`config.mk`:
```
export PLATFORM = sky130hd
export DESIGN_NAME = sbe_eval
export DESIGN_NICKNAME = d
export VERILOG_FILES = /design/src/rtl/sigmoid_basis_expansion_defines.svh /design/src/rtl/sbe_pkg.sv /design/src/rtl/sbe_eval.sv
export SDC_FILE = /design/constraint.sdc
export NUM_CORES = 1
export LEC_CHECK = 0
export BUFFER_PORTS_ARGS = -buffer_cell sky130_fd_sc_hd__buf_2
export CORE_MARGIN = 3
export CORE_UTILIZATION = 55
export CTS_CLUSTER_DIAMETER = 50
export CTS_CLUSTER_SIZE = 12
export DETAILED_ROUTE_END_ITERATION = 8
export PLACE_DENSITY = 0.82
export SYNTH_ARGS = -nofsm -noshare
export SYNTH_HDL_FRONTEND = slang
export SYNTH_SLANG_ARGS = --single-unit
```
`constraint.sdc`:
```
create_clock -name clk_i -period 20.7 [get_ports clk_i]
set_input_delay 3.105 -clock clk_i [delete_from_list [all_inputs] [get_ports clk_i]]
set_output_delay 3.105 -clock clk_i [all_outputs]
set_load 0.05 [all_outputs]
```
`src/rtl/sigmoid_basis_expansion_defines.svh`:
```
// ----------------------------------------------------------------------------
// Sigmoid basis expansion assertion macros
// Shared concurrent assertion forms, clocked on clk_i and held off in reset.
// ----------------------------------------------------------------------------
`ifndef SIGMOID_BASIS_EXPANSION_DEFINES_SVH
`define SIGMOID_BASIS_EXPANSION_DEFINES_SVH

// Same-cycle implication.
`define SBE_ASSERT_IMP(name, ante, cons, msg) \
  name: assert property (@(posedge clk_i) disable iff (!rst_ni) (ante) |-> (cons)) \
    else $error(msg);

// Next-cycle implication.
`define SBE_ASSERT_NXT(name, ante, cons, msg) \
  name: assert property (@(posedge clk_i) disable iff (!rst_ni) (ante) |=> (cons)) \
    else $error(msg);

`endif

```
`src/rtl/sbe_pkg.sv`:
```
// ----------------------------------------------------------------------------
// Sigmoid basis expansion package
// Sizes, register codes, shared types and the logistic table.
// ----------------------------------------------------------------------------
package sbe_pkg;

  localparam int NumBasis    = 8;
  localparam int NumFeatures = 16;
  localparam int IdxW        = (NumBasis > 1) ? $clog2(NumBasis) : 1;
  localparam int XW          = 16;
  localparam int KW          = 4;
  localparam int ValueW      = 16;
  localparam int ColW        = 7;
  localparam int TW          = 33;
  localparam int NumCenters  = 7;
  localparam int RegAddrW    = 3;
  localparam int PaddrW      = RegAddrW + 2;

  localparam logic [RegAddrW-1:0] RegInvScale   = 3'd0;
  localparam logic [15:0]         InvScaleReset = 16'd256;
  localparam logic [ValueW-1:0]   OneQ15        = 16'd32768;
  localparam logic signed [TW-1:0] SatLim       = 33'sd524288;

  typedef struct packed {
    logic [XW-1:0] x;
    logic [KW-1:0] k;
  } sample_t;

  typedef struct packed {
    logic            valid;
    logic            bias;
    logic [TW-1:0]   t;
    logic [ColW-1:0] col;
    logic            last;
  } cell_res_t;

  // Logistic curve 1/(1+exp(-8 + i/2)) in Q1.15; entries past the end repeat the tail.
  function automatic logic [ValueW-1:0] logi(input logic [5:0] idx);
    logic [ValueW-1:0] v;
    case (idx)
      6'd0:    v = 16'd32757;
      6'd1:    v = 16'd32750;
      6'd2:    v = 16'd32738;
      6'd3:    v = 16'd32719;
      6'd4:    v = 16'd32687;
      6'd5:    v = 16'd32635;
      6'd6:    v = 16'd32549;
      6'd7:    v = 16'd32408;
      6'd8:    v = 16'd32179;
      6'd9:    v = 16'd31807;
      6'd10:   v = 16'd31214;
      6'd11:   v = 16'd30282;
      6'd12:   v = 16'd28862;
      6'd13:   v = 16'd26790;
      6'd14:   v = 16'd23955;
      6'd15:   v = 16'd20397;
      6'd16:   v = 16'd16384;
      6'd17:   v = 16'd12371;
      6'd18:   v = 16'd8813;
      6'd19:   v = 16'd5978;
      6'd20:   v = 16'd3906;
      6'd21:   v = 16'd2486;
      6'd22:   v = 16'd1554;
      6'd23:   v = 16'd961;
      6'd24:   v = 16'd589;
      6'd25:   v = 16'd360;
      6'd26:   v = 16'd219;
      6'd27:   v = 16'd133;
      6'd28:   v = 16'd81;
      6'd29:   v = 16'd49;
      6'd30:   v = 16'd30;
      6'd31:   v = 16'd18;
      default: v = 16'd11;
    endcase
    return v;
  endfunction

endpackage

```
`src/rtl/sbe_eval.sv`:
```
// ----------------------------------------------------------------------------
// Sigmoid basis evaluator
// Picks the one live cell, saturates its argument, looks up the logistic
// segment (or takes 1.0 for the bias cell) and interpolates into the output register.
// ----------------------------------------------------------------------------
module sbe_eval import sbe_pkg::*; (
  input  logic              clk_i,
  input  logic              rst_ni,
  input  logic              adv_i,
  input  cell_res_t         res_i [NumBasis],
  output logic              out_valid_o,
  output logic [ValueW-1:0] basis_value_o,
  output logic [ColW-1:0]   column_index_o,
  output logic              last_of_run_o
);

  cell_res_t              sel;
  logic signed [TW-1:0]   tv, tsat;
  logic [20:0]            u;
  logic [5:0]             seg;
  logic [ValueW-1:0]      seg_hi, seg_lo, hi_d, step16;
  logic [11:0]            diff_d;

  logic                   a_valid_q;
  logic [ValueW-1:0]      a_hi_q;
  logic [11:0]            a_diff_q;
  logic [14:0]            a_fr_q;
  logic [ColW-1:0]        a_col_q;
  logic                   a_last_q;

  logic [27:0]            rnd;
  logic [ValueW-1:0]      val_d;

  logic                   valid_q;
  logic [ValueW-1:0]      val_q;
  logic [ColW-1:0]        col_q;
  logic                   last_q;

  // At most one cell is live, so an OR merge selects it.
  always_comb begin
    sel = '0;
    for (int j = 0; j < NumBasis; j++) begin
      if (res_i[j].valid) begin
        sel = sel | res_i[j];
      end
    end
  end

  always_comb begin
    tv = $signed(sel.t);
    if (tv > SatLim) begin
      tsat = SatLim;
    end else if (tv < -SatLim) begin
      tsat = -SatLim;
    end else begin
      tsat = tv;
    end
    u      = tsat[20:0] + SatLim[20:0];
    seg    = u[20:15];
    seg_hi = logi(seg);
    seg_lo = logi(seg + 6'd1);
    step16 = seg_hi - seg_lo;
    if (sel.bias) begin
      hi_d   = OneQ15;
      diff_d = '0;
    end else begin
      hi_d   = seg_hi;
      diff_d = step16[11:0];
    end
  end

  always_ff @(posedge clk_i or negedge rst_ni) begin
    if (!rst_ni) begin
      a_valid_q <= 1'b0;
      valid_q   <= 1'b0;
    end else if (adv_i) begin
      a_valid_q <= sel.valid;
      valid_q   <= a_valid_q;
    end
  end

  always_ff @(posedge clk_i) begin
    if (adv_i) begin
      a_hi_q   <= hi_d;
      a_diff_q <= diff_d;
      a_fr_q   <= u[14:0];
      a_col_q  <= sel.col;
      a_last_q <= sel.last;
      val_q    <= val_d;
      col_q    <= a_col_q;
      last_q   <= a_last_q;
    end
  end

  // Interpolate down from the segment's upper point, rounded.
  assign rnd   = 28'(a_diff_q) * 28'(a_fr_q) + 28'd16384;
  assign val_d = a_hi_q - 16'(rnd[27:15]);

  assign out_valid_o    = valid_q;
  assign basis_value_o  = val_q;
  assign column_index_o = col_q;
  assign last_of_run_o  = last_q;

endmodule

```
==> results.sh <==
export IMPL_yosysUniqueCellTypes=78
export IMPL_cts_repair_resized=0
export IMPL_worst_slew_pin_slew_ns=1.07
export IMPL_cp_data_required_time_ns=20.78
export IMPL_globalplace_congestion=1.06
export IMPL_placement_io_buffers=371
export IMPL_r2r_cells=27
export IMPL_min_delay_worst_endpoint="last_of_run_o"
export IMPL_detail_route_wl_per_cell_um=28.5
export IMPL_number_of_nets_produced_by_synthesis=2016
export IMPL_max_cap_violations=0
export IMPL_leakage_nw=7.14
export IMPL_initial_utilization_pct=56.9
export IMPL_place_inst=1982
export IMPL_longest_clk_path_bufs=2
export IMPL_run_status="finished clean"
export IMPL_worst_setup_path_end_kind="flop"
export IMPL_yosys_most_used_dff="edfxtp_1"
export IMPL_yosys_area_share_xor_xnor_pct=2.45
export IMPL_timing_fmax_mhz=89.6
export IMPL_timing_hold_worst_path_depth=0
export IMPL_worstSetupStartpointType="input pin"
export IMPL_syn_to_final_growth_pct=16.4
export IMPL_clock_skew_final_ns=0.0166
export IMPL_worst_skew_pair_late_latency_ns=0.36
export IMPL_clkTransAtPathRegs_ns=0.07
export IMPL_setup_repair_after_global_routing_missed_its_margin="false"
export IMPL_cts_max_level=3
export IMPL_drv_slew=0
export IMPL_timing_setup_tns_ns=0
export IMPL_post_detailed_route_via_to_cell_ratio=6.76
export IMPL_final_hold_fails=0
export IMPL_ant_nets=0
export IMPL_r2r_end="basis_value_o[14]"
export IMPL_synth_seq_area_share_pct=18.2
export IMPL_critPathArrivalTime_ns=11.24
export IMPL_ff2ff_setup_slack_ns=11.42
export IMPL_clockRootBuffer="clkbuf_16"
export IMPL_gr_total_overflow=0
export IMPL_core_rowCount=54
export IMPL_stdcell_count=2001
export IMPL_ys_async_sr_fraction_pct=2.60
export IMPL_avgSynthCellArea_sq_um=8.89
export IMPL_maximum_fanout_along_the_worst_path=43
export IMPL_post_cts_setup_buffer_count=0
export IMPL_final_setup_viol_count=0
export IMPL_tritoncts="built"
export IMPL_drtPass1Iterations=6
export IMPL_final_cell_area_excluding_filler_cells_sq_um=14700
export IMPL_layout_commonest_cell="buf_2"
export IMPL_track_usage_pct=46.1
export IMPL_syn_area_sq_um=12600
export IMPL_grt_start_max_net_pins=72
export IMPL_dominant_combinational_cell_family_by_area_after_synthesis="adder cells"
export IMPL_synthAdderAreaFrac_pct=32.6
export IMPL_highest_count_cells_in_the_layout_ignoring_fill_and_taps="buf_2, nand2_1, inv_1, a22oi_1, fa_1"
export IMPL_number_of_enable_flip_flop_cells_after_synthesis=75
export IMPL_critPathKind="input pin to flop"
export IMPL_nets=2310
export IMPL_dpl_instance_area_sq_um=14400
export IMPL_antenna_found_initial=10
export IMPL_syn_instance_count=1419
export IMPL_placeableCoreArea_sq_um=22200
export IMPL_drt_drc_violations_left=0
export IMPL_slew_headroom_pct=27.6
export IMPL_powerDensity_nw_per_um2=187
export IMPL_cts_hold_buf=0
export IMPL_dr_total_vias=13500
export IMPL_clkSinkCount=77
export IMPL_postSynthRegisterBits=77
export IMPL_first_iter_violations=2134
export IMPL_fp_dieArea_sq_um=24800
export IMPL_ir_drop_mv=0.392
export IMPL_grt_first_pass_wirelength_mm=84.0
export IMPL_reg2reg_from="a_diff_q[3]"
export IMPL_muxShareOfSynthArea_pct=0.833
export IMPL_yosys_warnings=0
export IMPL_fraction_of_layout_instances_using_a_drive_strength_above_1_pct=24.9
export IMPL_worst_hold_path_type="flop to flop"
export IMPL_wirelength_mm=57.1
export IMPL_synth_compound_gate_area_share_pct=18.6
export IMPL_first_global_vias=14000
export IMPL_final_period_utilization_pct=53.9
export IMPL_dieHeight_um=157
export IMPL_placed_wire_length_estimate_mm=45.4
export IMPL_hold_path_startpoint="a_last_q"
export IMPL_die_width_um=157
export IMPL_filler_cell_count=1678
export IMPL_io_pins=372
export IMPL_inserted_clock_buffers=9
export IMPL_synth_simple_gate_area_share_pct=18.3
export IMPL_post_route_min_period_ns=11.16
==> critical path, stage by stage <==
cell and delay [ns]:
buf_2 0.76, a22oi_1 0.20, nand4_1 0.38, nand4_1 0.13, or4_1 0.70, o21ai_1 0.62
nand2_1 0.23, nor2_2 0.43, ha_1 0.29, nand2_1 0.08, xnor2_1 0.30, a21o_1 0.63
a21boi_0 0.19, mux4_2 0.49, nor2_1 0.21, ha_1 0.29, nor2b_1 0.14, o21ai_0 0.20
a21boi_0 0.19, or4_1 0.43, a31oi_1 0.26, nor2b_1 0.10, o21a_1 0.20, o41a_1 0.33
xnor3_1 0.27, nor2_1 0.04
==> per-stage QoR <==
stage          util [%]  worst slack [ns]  power (mW)  hold WS [ns]
2_1_floorplan         -             11.61        1.89         0.400
3_3_place_gp       64.9              9.71        2.27         0.401
3_5_place_dp       64.9              9.34        2.49         0.405
4_1_cts            66.2              9.71        2.69         0.419
5_1_grt            66.3              9.02        3.00         0.433
6_report           66.3              9.54        2.75         0.419
==> worst max-delay path by stage <==
| stage | startpoint | end | slack (ns) | cells past startpoint |
|---|---|---|---|---|
| 2_1_floorplan | res_i[343] | a_diff_q[11] | 11.61 | 28 |
| 3_3_place_gp | res_i[257] | a_diff_q[11] | 9.71 | 26 |
| 3_5_place_dp | res_i[257] | a_diff_q[11] | 9.34 | 26 |
| 4_1_cts | res_i[257] | a_diff_q[11] | 9.71 | 26 |
| 5_1_grt | res_i[257] | a_diff_q[11] | 9.02 | 26 |
| 6_report | res_i[257] | a_diff_q[11] | 9.54 | 26 |
==> metal layers <==
| metal | part of all wire [%] | wire [um] | vias to the layer above | GRT usage (%) |
|---|---|---|---|---|
| met3 | 15 | 8830 | 331 | 20.1 |
| met5 | 0.16 | 90 | - | 0 |
| li1 | - | - | 5568 | - |
| met4 | 7.2 | 4130 | 14 | 25.0 |
| met2 | 44 | 25100 | 1183 | 72.1 |
| met1 | 33 | 19000 | 6421 | 53.5 |
==> sequential cells by signal (all words and copies together), names as in the netlist <==
| name | count |
|---|---|
| a_hi_q | 16 |
| basis_value_o | 16 |
| a_fr_q | 15 |
| a_diff_q | 12 |
| a_col_q | 7 |
| column_index_o | 7 |
| a_last_q | 1 |
| a_valid_q | 1 |
| last_of_run_o | 1 |
| out_valid_o | 1 |
==> cells in the mapped netlist (all sizes together), types with 3 or more instances <==
cell type	instances	area (sq um)
xor2	12	105
nand3	13	65.1
o311ai	3	26.3
fa	132	2640
nand2b	6	37.5
o22ai	5	31.3
o211ai	9	67.6
or3	6	37.5
o21a	7	52.6
nor2b	8	50.1
and4	5	43.8
edfxtp	75	2250
a21oi	42	221
o21bai	3	22.5
or2	5	31.3
a21boi	5	37.5
and2	59	372
mux2i	6	60.1
o221ai	3	43.8
inv	166	623
xnor2	19	181
a21o	4	30.0
ha	118	1480
and3	18	113
nand2	177	669
a31oi	10	62.6
buf	40	294
nor3	21	105
o21ai	33	169
nand4	51	353
nor2	84	318
nor4	9	75.1
a211oi	9	72.6
a22oi	170	1330
clkbuf	55	206
==> cell type report <==
class / count / area (sq um) / area share, %
Clock buffer: 9 / 225 / 1.53
Inverter: 167 / 627 / 4.27
Clock inverter: 7 / 67.6 / 0.460
Antenna cell: 3 / 7.51 / 0.0511
Tap cell: 280 / 350 / 2.39
Sequential cell: 77 / 2300 / 15.7
Timing Repair Buffer: 378 / 1910 / 13.0
Multi-Input combinational cell: 1080 / 9200 / 62.6
==> where the power goes <==
part | switching [mW] | total [mW] | internal (mW)
registers | 0.0306 | 0.321 | 0.291
logic | 1.34 | 2.27 | 0.928
clock network | 0.0782 | 0.162 | 0.0841
total | 1.45 | 2.75 | 1.30
==> cell families (layout without fill, tap and decap cells) <==
group / after synthesis / after routing
AOI/OAI and AO/OA: 322 / 322
xor gates and xnor gates: 32 / 32
adders and majority gates: 250 / 250
buffers and inverters: 262 / 561
DFF: 77 / 77
muxes: 9 / 9
other: 0 / 3
and+or+nand+nor: 467 / 467
No activity file was read; power rests on OpenSTA's default activity.
