**src/rtl/sigmoid_basis_expansion_defines.svh**
```systemverilog
// ----------------------------------------------------------------------------
// Sigmoid basis expansion assertion macros
// Shared concurrent assertion forms, clocked on clk_i and held off in reset.
// ----------------------------------------------------------------------------
`ifndef SIGMOID_BASIS_EXPANSION_DEFINES_SVH
`define SIGMOID_BASIS_EXPANSION_DEFINES_SVH

// Same-cycle implication.
`define SBE_ASSERT_IMP(name, ante, cons, msg) \
  name: assert property (@(posedge clk_i) disable iff (!rst_ni) (ante) |-> (cons)) \
    else $error(msg);

// Next-cycle implication.
`define SBE_ASSERT_NXT(name, ante, cons, msg) \
  name: assert property (@(posedge clk_i) disable iff (!rst_ni) (ante) |=> (cons)) \
    else $error(msg);

`endif

```
**src/rtl/sbe_pkg.sv**
```systemverilog
// ----------------------------------------------------------------------------
// Sigmoid basis expansion package
// Sizes, register codes, shared types and the logistic table.
// ----------------------------------------------------------------------------
package sbe_pkg;

  localparam int NumBasis    = 8;
  localparam int NumFeatures = 16;
  localparam int IdxW        = (NumBasis > 1) ? $clog2(NumBasis) : 1;
  localparam int XW          = 16;
  localparam int KW          = 4;
  localparam int ValueW      = 16;
  localparam int ColW        = 7;
  localparam int TW          = 33;
  localparam int NumCenters  = 7;
  localparam int RegAddrW    = 3;
  localparam int PaddrW      = RegAddrW + 2;

  localparam logic [RegAddrW-1:0] RegInvScale   = 3'd0;
  localparam logic [15:0]         InvScaleReset = 16'd256;
  localparam logic [ValueW-1:0]   OneQ15        = 16'd32768;
  localparam logic signed [TW-1:0] SatLim       = 33'sd524288;

  typedef struct packed {
    logic [XW-1:0] x;
    logic [KW-1:0] k;
  } sample_t;

  typedef struct packed {
    logic            valid;
    logic            bias;
    logic [TW-1:0]   t;
    logic [ColW-1:0] col;
    logic            last;
  } cell_res_t;

  // Logistic curve 1/(1+exp(-8 + i/2)) in Q1.15; entries past the end repeat the tail.
  function automatic logic [ValueW-1:0] logi(input logic [5:0] idx);
    logic [ValueW-1:0] v;
    case (idx)
      6'd0:    v = 16'd32757;
      6'd1:    v = 16'd32750;
      6'd2:    v = 16'd32738;
      6'd3:    v = 16'd32719;
      6'd4:    v = 16'd32687;
      6'd5:    v = 16'd32635;
      6'd6:    v = 16'd32549;
      6'd7:    v = 16'd32408;
      6'd8:    v = 16'd32179;
      6'd9:    v = 16'd31807;
      6'd10:   v = 16'd31214;
      6'd11:   v = 16'd30282;
      6'd12:   v = 16'd28862;
      6'd13:   v = 16'd26790;
      6'd14:   v = 16'd23955;
      6'd15:   v = 16'd20397;
      6'd16:   v = 16'd16384;
      6'd17:   v = 16'd12371;
      6'd18:   v = 16'd8813;
      6'd19:   v = 16'd5978;
      6'd20:   v = 16'd3906;
      6'd21:   v = 16'd2486;
      6'd22:   v = 16'd1554;
      6'd23:   v = 16'd961;
      6'd24:   v = 16'd589;
      6'd25:   v = 16'd360;
      6'd26:   v = 16'd219;
      6'd27:   v = 16'd133;
      6'd28:   v = 16'd81;
      6'd29:   v = 16'd49;
      6'd30:   v = 16'd30;
      6'd31:   v = 16'd18;
      default: v = 16'd11;
    endcase
    return v;
  endfunction

endpackage

```
**src/rtl/sbe_cell.sv**
```systemverilog
// ----------------------------------------------------------------------------
// Sigmoid basis cell
// Holds one sample, forms its scaled distance to this cell's
// center and hands the sample on to the next cell.
// ----------------------------------------------------------------------------
module sbe_cell import sbe_pkg::*; (
  input  logic            clk_i,
  input  logic            rst_ni,
  input  logic            adv_i,
  input  logic            in_valid_i,
  input  sample_t         in_sample_i,
  input  logic [15:0]     center_i,
  input  logic [15:0]     inv_scale_i,
  input  logic [IdxW-1:0] cell_idx_i,
  output logic            out_valid_o,
  output sample_t         out_sample_o,
  output cell_res_t       res_o
);

  logic              valid_q;
  sample_t           smp_q;
  logic [TW-1:0]     t_q, t_d;
  logic [ColW-1:0]   col_q, col_d;
  logic signed [16:0] delta;
  logic signed [33:0] prod;
  logic [10:0]       col_full;

  assign delta = $signed({in_sample_i.x[XW-1], in_sample_i.x}) - $signed({center_i[15], center_i});
  assign prod  = delta * $signed({1'b0, inv_scale_i});
  assign t_d   = prod[TW-1:0];

  assign col_full = 11'(in_sample_i.k) * 11'(NumBasis) + 11'(cell_idx_i);
  assign col_d    = col_full[ColW-1:0];

  always_ff @(posedge clk_i or negedge rst_ni) begin
    if (!rst_ni) begin
      valid_q <= 1'b0;
    end else if (adv_i) begin
      valid_q <= in_valid_i;
    end
  end

  always_ff @(posedge clk_i) begin
    if (adv_i && in_valid_i) begin
      smp_q <= in_sample_i;
      t_q   <= t_d;
      col_q <= col_d;
    end
  end

  assign out_valid_o  = valid_q;
  assign out_sample_o = smp_q;

  always_comb begin
    res_o.valid = valid_q;
    res_o.bias  = (cell_idx_i == '0);
    res_o.t     = t_q;
    res_o.col   = col_q;
    res_o.last  = (cell_idx_i == IdxW'(NumBasis - 1));
  end

endmodule

```
**config.mk**
```make
export PLATFORM = sky130hd
export DESIGN_NAME = sbe_cell
export DESIGN_NICKNAME = d
export VERILOG_FILES = /design/src/rtl/sigmoid_basis_expansion_defines.svh /design/src/rtl/sbe_pkg.sv /design/src/rtl/sbe_cell.sv
export SDC_FILE = /design/constraint.sdc
export NUM_CORES = 1
export LEC_CHECK = 0
export BUFFER_PORTS_ARGS = -buffer_cell sky130_fd_sc_hd__buf_2
export CORE_ASPECT_RATIO = 1.25
export CORE_MARGIN = 4
export CORE_UTILIZATION = 38
export CTS_CLUSTER_DIAMETER = 100
export DETAILED_ROUTE_END_ITERATION = 8
export PLACE_DENSITY = 0.6
export SYNTH_ARGS = -nofsm -noshare
export SYNTH_HDL_FRONTEND = slang
export SYNTH_SLANG_ARGS = --single-unit
```
**constraint.sdc**
```tcl
create_clock -name clk_i -period 1.25 [get_ports clk_i]
set_input_delay 0 -clock clk_i [delete_from_list [all_inputs] [get_ports clk_i]]
set_output_delay 0 -clock clk_i [all_outputs]
set_load 0.1 [all_outputs]
```
==> run_results.csv, run 1 <==
group,metric,value,unit
critical_path,path_class,"in2reg",
final_layout,areaGrowthSynthToFinish,39.5,%
route,vias,10700,
global_routing,grt_antenna_before_repair,0,
timing,rsz0062_at_grt,"true",
synth,ys_seq_area_frac,0.127,
timing,period_share,5.38,
die,start_util,0.387,
global_routing,grt_usage,0.196,
global_routing,grt-ovfl-total,0,
min_path,holdPathEnd,"out_sample_o[2]$_DFFE_PP_",
die,die-area,0.0383,sq mm
synth,synthTopCellsByArea,"fa_1 40%, edfxtp_1 13%, inv_1 10%, ha_1 9.6%, and2_1 4.1%",
route,drc_errors,0,
cts,cts_buffers,9,
cts,cts_tree,"built",
final_layout,fill_cells,3151,
cts,ctsHtreeMaxLevel,3,
timing,fin_crit,6720,ps
synth,syn_area,0.0134,sq mm
placement,numPlacedInstances,2193,
route,antenna_left,0,
timing,slew_headroom,0.658,
timing,hold_viol_final,0,
min_path,worstHoldStart,"in_sample_i[2]",
critical_path,r2r-start,"out_valid_o$_DFFE_PN0P_",
critical_path,r2r-end,"out_valid_o$_DFFE_PN0P_",
critical_path,reg2reg_slack,470,ps
cts,path_clk_slew,60,ps
critical_path,critPathSlowestCell,"fa_1",
critical_path,cp_top_family,"adder cells",
timing,setup_ws,-5470,ps
synth,synth-seq-cells,57,
route,avgRoutedWirePerCell,15.7,um
critical_path,rr_worst_depth,1,
cts,cts_root_buffer,"clkbuf_16",
critical_path,start_kind,"input port",
min_path,hold_class,"in2reg",
die,die_x,176,um
synth,synth-async-reset-ratio,0.0175,
timing,finClkSkew,0,ps
timing,finalSetupViolCount,31,
synth,synth-edff-count,56,
timing,tightest_slew,516,ps
placement,post_dp_cell_area,0.0167,sq mm
synth,yosys_warnings,0,
die,row_count,76,
final_layout,stdcell_area,0.0187,sq mm
critical_path,worstPathRequired,1340,ps
cts,clock_latency,350,ps
run,maxCapViolCount,0,
synth,yosys.area.top_type,"fa_1",
synth,yosysTopAreaCellShare,0.396,
timing,fmax,0.149,GHz
route,drt_pass1_iterations,7,
final_layout,antenna_cells,0,
die,pin_count,123,
placement,numPortBuffers,122,
placement,globalplace.congestion,0.882,
route,drt_wl_total,35.9,mm
placement,place_hpwl,29.5,mm
critical_path,cp_common_cell,"fa_1",
timing,hold-worst-slack,350,ps
route,dr.first_iter.drc_count,355,
min_path,min_path_cells,2,
die,dieHeight,218,um
route,vias_per_cell,4.70,
critical_path,max_stage_delay,540,ps
synth,syn_nets,1841,
global_routing,grt_pass1_vias,12100,
global_routing,grt_first_pass_wirelength,59.5,mm
synth,netlist_instances,1414,
synth,synth_ff_type,"edfxtp_1",
final_layout,nets,2236,
global_routing,grt_max_degree,57,
run_status,status,"finished, violations left",
cts,clockBufferDepth,2,
final_layout,drive_gt1_frac,0.364,
critical_path,crit_arrival,6820,ps
cts,clock_sinks,57,
run_status,violations,"setup timing",
synth,yosys.cell_types.count,59,
synth,avgSynthCellArea,9.47,sq um
critical_path,path_max_fanout,6,
timing,final_max_slew_viol_count,0,
critical_path,cp_num_buf_inv,6,
timing,tns,-136150,ps
die,coreArea,0.0346,sq mm
critical_path,cp-end-kind,"register",
final_layout,final_cell_count_no_fill,2282,
## final cells by class
class	instances	area [sq um]	area share
multi-input combinational	930	11300	0.604
timing repair buffer	444	3430	0.184
clock buffer	9	225	0.0121
clock inverter	7	61.3	0.00328
sequential	57	1710	0.0915
tap	468	586	0.0314
inverter	367	1400	0.0747
## per-stage QoR
step	utilization	setup WS, ps
after floorplan	-	-5570
after global placement	0.484	-6000
after detailed placement	0.484	-6130
after CTS	0.524	-5450
after global routing	0.539	-5690
final	0.539	-5470
## synthesized netlist by cell type (16+ instances only)
| master | count |
|---|---|
| clkbuf_1 | 49 |
| fa_1 | 265 |
| a21oi_1 | 28 |
| nor2_1 | 16 |
| nor2b_1 | 25 |
| ha_1 | 103 |
| edfxtp_1 | 56 |
| and3_1 | 33 |
| nand2_1 | 135 |
| and2_1 | 87 |
| nand3_1 | 25 |
| xor2_1 | 17 |
| inv_1 | 367 |
| nand2b_1 | 31 |
| xnor2_1 | 44 |
## cells by family (layout without fill, tap and decap cells)
group	count (synthesis)	after routing	synth area share
multiplexers	18	18	0.0141
flip-flops	57	57	0.127
adder cells (fa/ha/maj)	371	371	0.495
AND/OR/NAND/NOR	372	372	0.144
AO/OA/AOI/OAI	108	108	0.0578
buffers and inverters	427	827	0.122
XOR/XNOR	61	61	0.0399
## worst max-delay path by stage
stage | from | slack [ps] | endpoint | cells past startpoint
floorplan | in_sample_i[5] | -5570 | t_q[28]$_DFFE_PP_ | 30
global placement | in_sample_i[4] | -6000 | t_q[29]$_DFFE_PP_ | 34
detailed placement | in_sample_i[4] | -6130 | t_q[28]$_DFFE_PP_ | 31
CTS | in_sample_i[4] | -5450 | t_q[31]$_DFFE_PP_ | 32
global route | in_sample_i[5] | -5690 | t_q[32]$_DFFE_PP_ | 32
finish | in_sample_i[4] | -5470 | t_q[28]$_DFFE_PP_ | 31
## layer usage
metal	global-route usage	vias to the layer above	part of all wire
li1	-	5053	-
met4	0.0902	0	0.049
met2	0.381	213	0.56
met3	0.0206	96	0.028
met5	0	-	0
met1	0.211	5371	0.36
## state kept, by name (all words and copies together), names as in the netlist
name          flops
t_q              33
out_valid_o       1
out_sample_o     20
col_q             3
## layout by cell type, fill, tap and decap left out, drive strengths merged, types with 5 or more instances in the layout
master,instances
nor2,16
o21ai,20
clkbuf,11
dlygate4sd3,27
xor2,17
edfxtp,56
a21oi,29
nand2,135
xnor2,44
a31oi,6
a211oi,5
buf,415
clkinv,5
fa,265
inv,367
ha,103
and2,87
nand2b,31
mux2i,11
nor2b,25
a21o,15
nor3,7
nand3,25
and3,33
mux2,7
## repair_timing
item / 4_1_cts / 5_1_grt
endpoints found under the setup margin: 32 / 33
gates resized for setup: 133 / 98
hold buffers: 27 / 0
setup buffers: 36 / 17
hold endpoints to repair: 25 / 0
pin swaps: 129 / 87
Power of run 1 is left out: the tool's default activity adds up to more than one toggle a clock period on the data nets, which glitch-free logic cannot reach.
==> inputs of run 2 (changes only) <==
- CELL_PAD_IN_SITES_DETAIL_PLACEMENT: default -> 1
- CELL_PAD_IN_SITES_GLOBAL_PLACEMENT: default -> 2
- MAX_ROUTING_LAYER: default -> met4
- PLACE_DENSITY: 0.6 -> 0.85
==> run_results.csv, run 2 (synthesis gave the netlist of run 1 again) <==
group,metric,value,unit
run_status,status,"finished, violations left",
run_status,violations,"setup timing",
critical_path,start_kind,"input port",
die,start_util,0.387,
final_layout,seq_area,0.00171,sq mm
final_layout,multi_input_area,0.0114,sq mm
timing,hold-worst-slack,330,ps
final_layout,fill_cells,3901,
final_layout,drive_gt1_frac,0.381,
global_routing,met3_usage,0.0250,
critical_path,path_depth,32,
final_layout,areaGrowthSynthToFinish,41.7,%
timing,hold_viol_final,0,
critical_path,rr_worst_depth,1,
route,drt_pass1_iterations,5,
route,vias,11600,
final_layout,final_common_cell,"inv_1",
timing,final_max_slew_viol_count,0,
final_layout,largest_reg_flops,33,
placement,place_hpwl,34.7,mm
die,pin_count,123,
placement,globalplace.congestion,0.854,
placement,dp_slack,-6280,ps
die,row_count,76,
cts,clock_latency,360,ps
cts,cts_root_buffer,"clkbuf_16",
timing,tightest_slew,511,ps
cts,cts_tree,"built",
global_routing,grt_first_pass_wirelength,70.4,mm
route,drt_wl_total,48.3,mm
timing,period_share,5.69,
global_routing,grt_use_met2,0.483,
final_layout,utilization,0.548,
placement,post_dp_cell_area,0.0168,sq mm
timing,rsz0062_at_grt,"true",
final_layout,top_register,"t_q",
global_routing,grt_max_degree,57,
timing,finalSetupViolCount,31,
critical_path,path_class,"in2reg",
route,avgRoutedWirePerCell,21.0,um
final_layout,stdcell_area,0.0190,sq mm
die,die-area,0.0383,sq mm
route,antenna_left,0,
global_routing,grt_usage,0.243,
cts,cts_buffers,9,
critical_path,cp-end-kind,"register",
die,die_x,176,um
timing,slew_headroom,0.662,
global_routing,grt_antenna_before_repair,3,
global_routing,grt_use_met1,0.231,
critical_path,cp_top_family,"adder cells",
final_layout,nets,2250,
critical_path,crit_arrival,7230,ps
timing,finClkSkew,0,ps
run,maxCapViolCount,0,
global_routing,grt_pass1_vias,13800,
cts,path_clk_slew,60,ps
route,dr.first_iter.drc_count,535,
critical_path,cp_common_cell,"fa_1",
cts,clock_sinks,57,
critical_path,max_stage_delay,560,ps
route,vias_per_cell,5.03,
global_routing,grt-ovfl-total,0,
cts,clockBufferDepth,2,
timing,setup_ws,-5860,ps
timing,fin_crit,7110,ps
critical_path,cp_num_buf_inv,10,
critical_path,critPathSlowestCell,"fa_1",
die,dieHeight,218,um
min_path,hold_class,"in2reg",
route,drc_errors,0,
critical_path,worstPathRequired,1370,ps
die,coreArea,0.0346,sq mm
global_routing,grt_busiest_layer,"met2",
min_path,min_path_cells,4,
final_layout,mostFrequentLayoutCells,"317 x inv_1, 250 x fa_1, 249 x buf_4",
placement,numPortBuffers,122,
cts,ctsHtreeMaxLevel,3,
timing,fmax,0.141,GHz
critical_path,path_max_fanout,5,
## run 2: cell count changes in the layout (fill, tap and decap cells not counted), sizes merged
cell,change
clkinvlp,-1
diode,+3
buf,+14
inv,+1
bufinv,+2
clkinv,-2
## run 2: final timing paths
check                                        startpoint                      end  slack [ps]
min in group asynchronous                        rst_ni  out_valid_o$_DFFE_PN0P_         470
worst min-delay path                     inv_scale_i[0]         t_q[0]$_DFFE_PP_         330
worst max-delay path                     in_sample_i[4]        t_q[28]$_DFFE_PP_       -5860
max in group asynchronous                        rst_ni  out_valid_o$_DFFE_PN0P_         660
worst min register to register  out_valid_o$_DFFE_PN0P_  out_valid_o$_DFFE_PN0P_         530
worst max register to register  out_valid_o$_DFFE_PN0P_  out_valid_o$_DFFE_PN0P_         470
## run 2: routing by layer
metal | part of all wire | routed length (um)
met1 | 0.33 | 15800
met2 | 0.57 | 27700
met3 | 0.035 | 1700
met4 | 0.064 | 3070
met5 | 0 | 0
## run 2: metrics by stage
| step | std cells | setup TNS (ps) |
|---|---|---|
| 6_report | 2299 | -147340 |
| 5_1_grt | 2299 | -153140 |
| 4_1_cts | 2274 | -139170 |
| 3_5_place_dp | 2201 | -158540 |
| 3_3_place_gp | 2201 | -153390 |
| 2_1_floorplan | 1414 | -134540 |
## run 2: timing repair
item,CTS,global route
hold endpoints to repair,25,0
endpoints found under the setup margin,32,34
buffers inserted,32,28
hold buffers,27,0
gates resized for setup,157,108
pin swaps,105,124
## run 2: cell type report
type,count,area share
Tap cell,468,0.0309
Antenna cell,3,0.000396
Timing Repair Buffer,458,0.187
Sequential cell,57,0.0900
Clock inverter,7,0.00620
Clock buffer,9,0.0119
Multi-Input combinational cell,930,0.600
Inverter,367,0.0735
Power of run 2 is left out for the same reason.
==> inputs of run 3 (changes only) <==
- CORE_UTILIZATION: 38 -> 43
- PLACE_DENSITY: 0.85 -> 0.94
- SKIP_LAST_GASP: default -> 1
==> run_results.csv, run 3 (synthesis gave the netlist of run 1 again) <==
group,metric,value,unit
route,avgRoutedWirePerCell,30.5,um
placement,globalplace.congestion,0.927,
timing,period_share,6.26,
timing,slew_headroom,0.659,
cts,cts_buffers,9,
cts,cts_root_buffer,"clkbuf_16",
critical_path,cp_top_family,"adder cells",
global_routing,grt-ovfl-total,0,
critical_path,crit_arrival,7940,ps
route,dr.first_iter.drc_count,1061,
final_layout,areaGrowthSynthToFinish,41.4,%
final_layout,fill_cells,3396,
timing,rsz0062_at_grt,"true",
min_path,hold_class,"in2reg",
final_layout,final_common_cell,"inv_1",
timing,finClkSkew,0,ps
timing,tightest_slew,516,ps
final_layout,nets,2251,
cts,ctsHtreeMaxLevel,3,
global_routing,grt_first_pass_wirelength,85.5,mm
global_routing,grt_max_degree,57,
critical_path,cp-end-kind,"register",
die,die_x,166,um
final_layout,final_cell_count_no_fill,2241,
run,maxCapViolCount,0,
critical_path,worstPathRequired,1360,ps
critical_path,path_max_fanout,7,
critical_path,path_class,"in2reg",
global_routing,grt_pass1_vias,14900,
route,vias_per_cell,5.80,
route,vias,13000,
route,drt_pass1_iterations,5,
die,start_util,0.435,
global_routing,grt_antenna_before_repair,5,
timing,hold-worst-slack,371,ps
timing,finalSetupViolCount,32,
critical_path,cp_common_cell,"fa_1",
die,die-area,0.0340,sq mm
die,pin_count,123,
die,row_count,72,
global_routing,grt_usage,0.341,
final_layout,stdcell_area,0.0189,sq mm
cts,path_clk_slew,60,ps
cts,clockBufferDepth,2,
run_status,status,"finished, violations left",
timing,fmax,0.128,GHz
timing,final_max_slew_viol_count,0,
critical_path,critPathSlowestCell,"fa_1",
critical_path,start_kind,"input port",
placement,numPortBuffers,122,
die,dieHeight,205,um
placement,post_dp_cell_area,0.0167,sq mm
critical_path,cp_num_buf_inv,9,
critical_path,max_stage_delay,630,ps
timing,setup_ws,-6580,ps
cts,clock_latency,360,ps
placement,place_hpwl,37.5,mm
placement,numPlacedInstances,2131,
cts,clock_sinks,57,
final_layout,drive_gt1_frac,0.386,
route,drc_errors,0,
timing,fin_crit,7830,ps
route,drt_wl_total,68.3,mm
final_layout,mostFrequentLayoutCells,"319 x inv_1, 260 x buf_4, 243 x fa_1",
cts,cts_tree,"built",
final_layout,largest_reg_flops,33,
run_status,violations,"setup timing",
route,antenna_left,0,
die,coreArea,0.0308,sq mm
timing,hold_viol_final,0,
final_layout,top_register,"t_q",
[run 3: cell type report]
class	instances	area [sq um]	share of cell area
Clock inverter	7	85.1	0.00449
Tap cell	407	509	0.0269
Timing Repair Buffer	459	3550	0.187
Multi-Input combinational cell	930	11500	0.605
Antenna cell	5	12.5	0.000661
Inverter	367	1400	0.0738
Clock buffer	9	225	0.0119
Sequential cell	57	1710	0.0902
[run 3: through the flow]
stage,TNS [ps],setup slack (ps),util
floorplan,-134540,-5570,-
global placement,-151050,-5940,0.542
detailed placement,-159250,-6300,0.542
CTS,-137210,-5630,0.594
global route,-161810,-6650,0.615
finish,-159760,-6580,0.615
[run 3: metal layers]
metal  routed length, um  vias up  track usage
li1                    -     5096            -
met2               34200      901        0.621
met1               20600     6484        0.302
met5                   0        -            -
met3                5280      527       0.0648
met4                8190        0        0.290
[run 3: repair_timing]
item | in CTS | in global routing
gates resized for setup | 182 | 92
cloned | 1 | 1
endpoints found under the setup margin | 32 | 58
hold endpoints to repair | 25 | 0
hold buffers | 27 | 0
setup buffers | 35 | 35
pin swaps | 114 | 87
[run 3: worst paths after layout]
| path | from | end | slack, ps | depth (start not counted) |
|---|---|---|---|---|
| min in group asynchronous | rst_ni | out_valid_o$_DFFE_PN0P_ | 460 | 3 |
| setup / recovery | in_sample_i[4] | t_q[31]$_DFFE_PP_ | -6580 | 34 |
| hold / removal | in_sample_i[16] | out_sample_o[16]$_DFFE_PP_ | 370 | 2 |
| setup reg to reg | out_valid_o$_DFFE_PN0P_ | out_valid_o$_DFFE_PN0P_ | 460 | 1 |
| hold reg to reg | out_valid_o$_DFFE_PN0P_ | out_valid_o$_DFFE_PN0P_ | 550 | 1 |
| max in group asynchronous | rst_ni | out_valid_o$_DFFE_PN0P_ | 680 | 3 |
Power of run 3 is left out for the same reason.
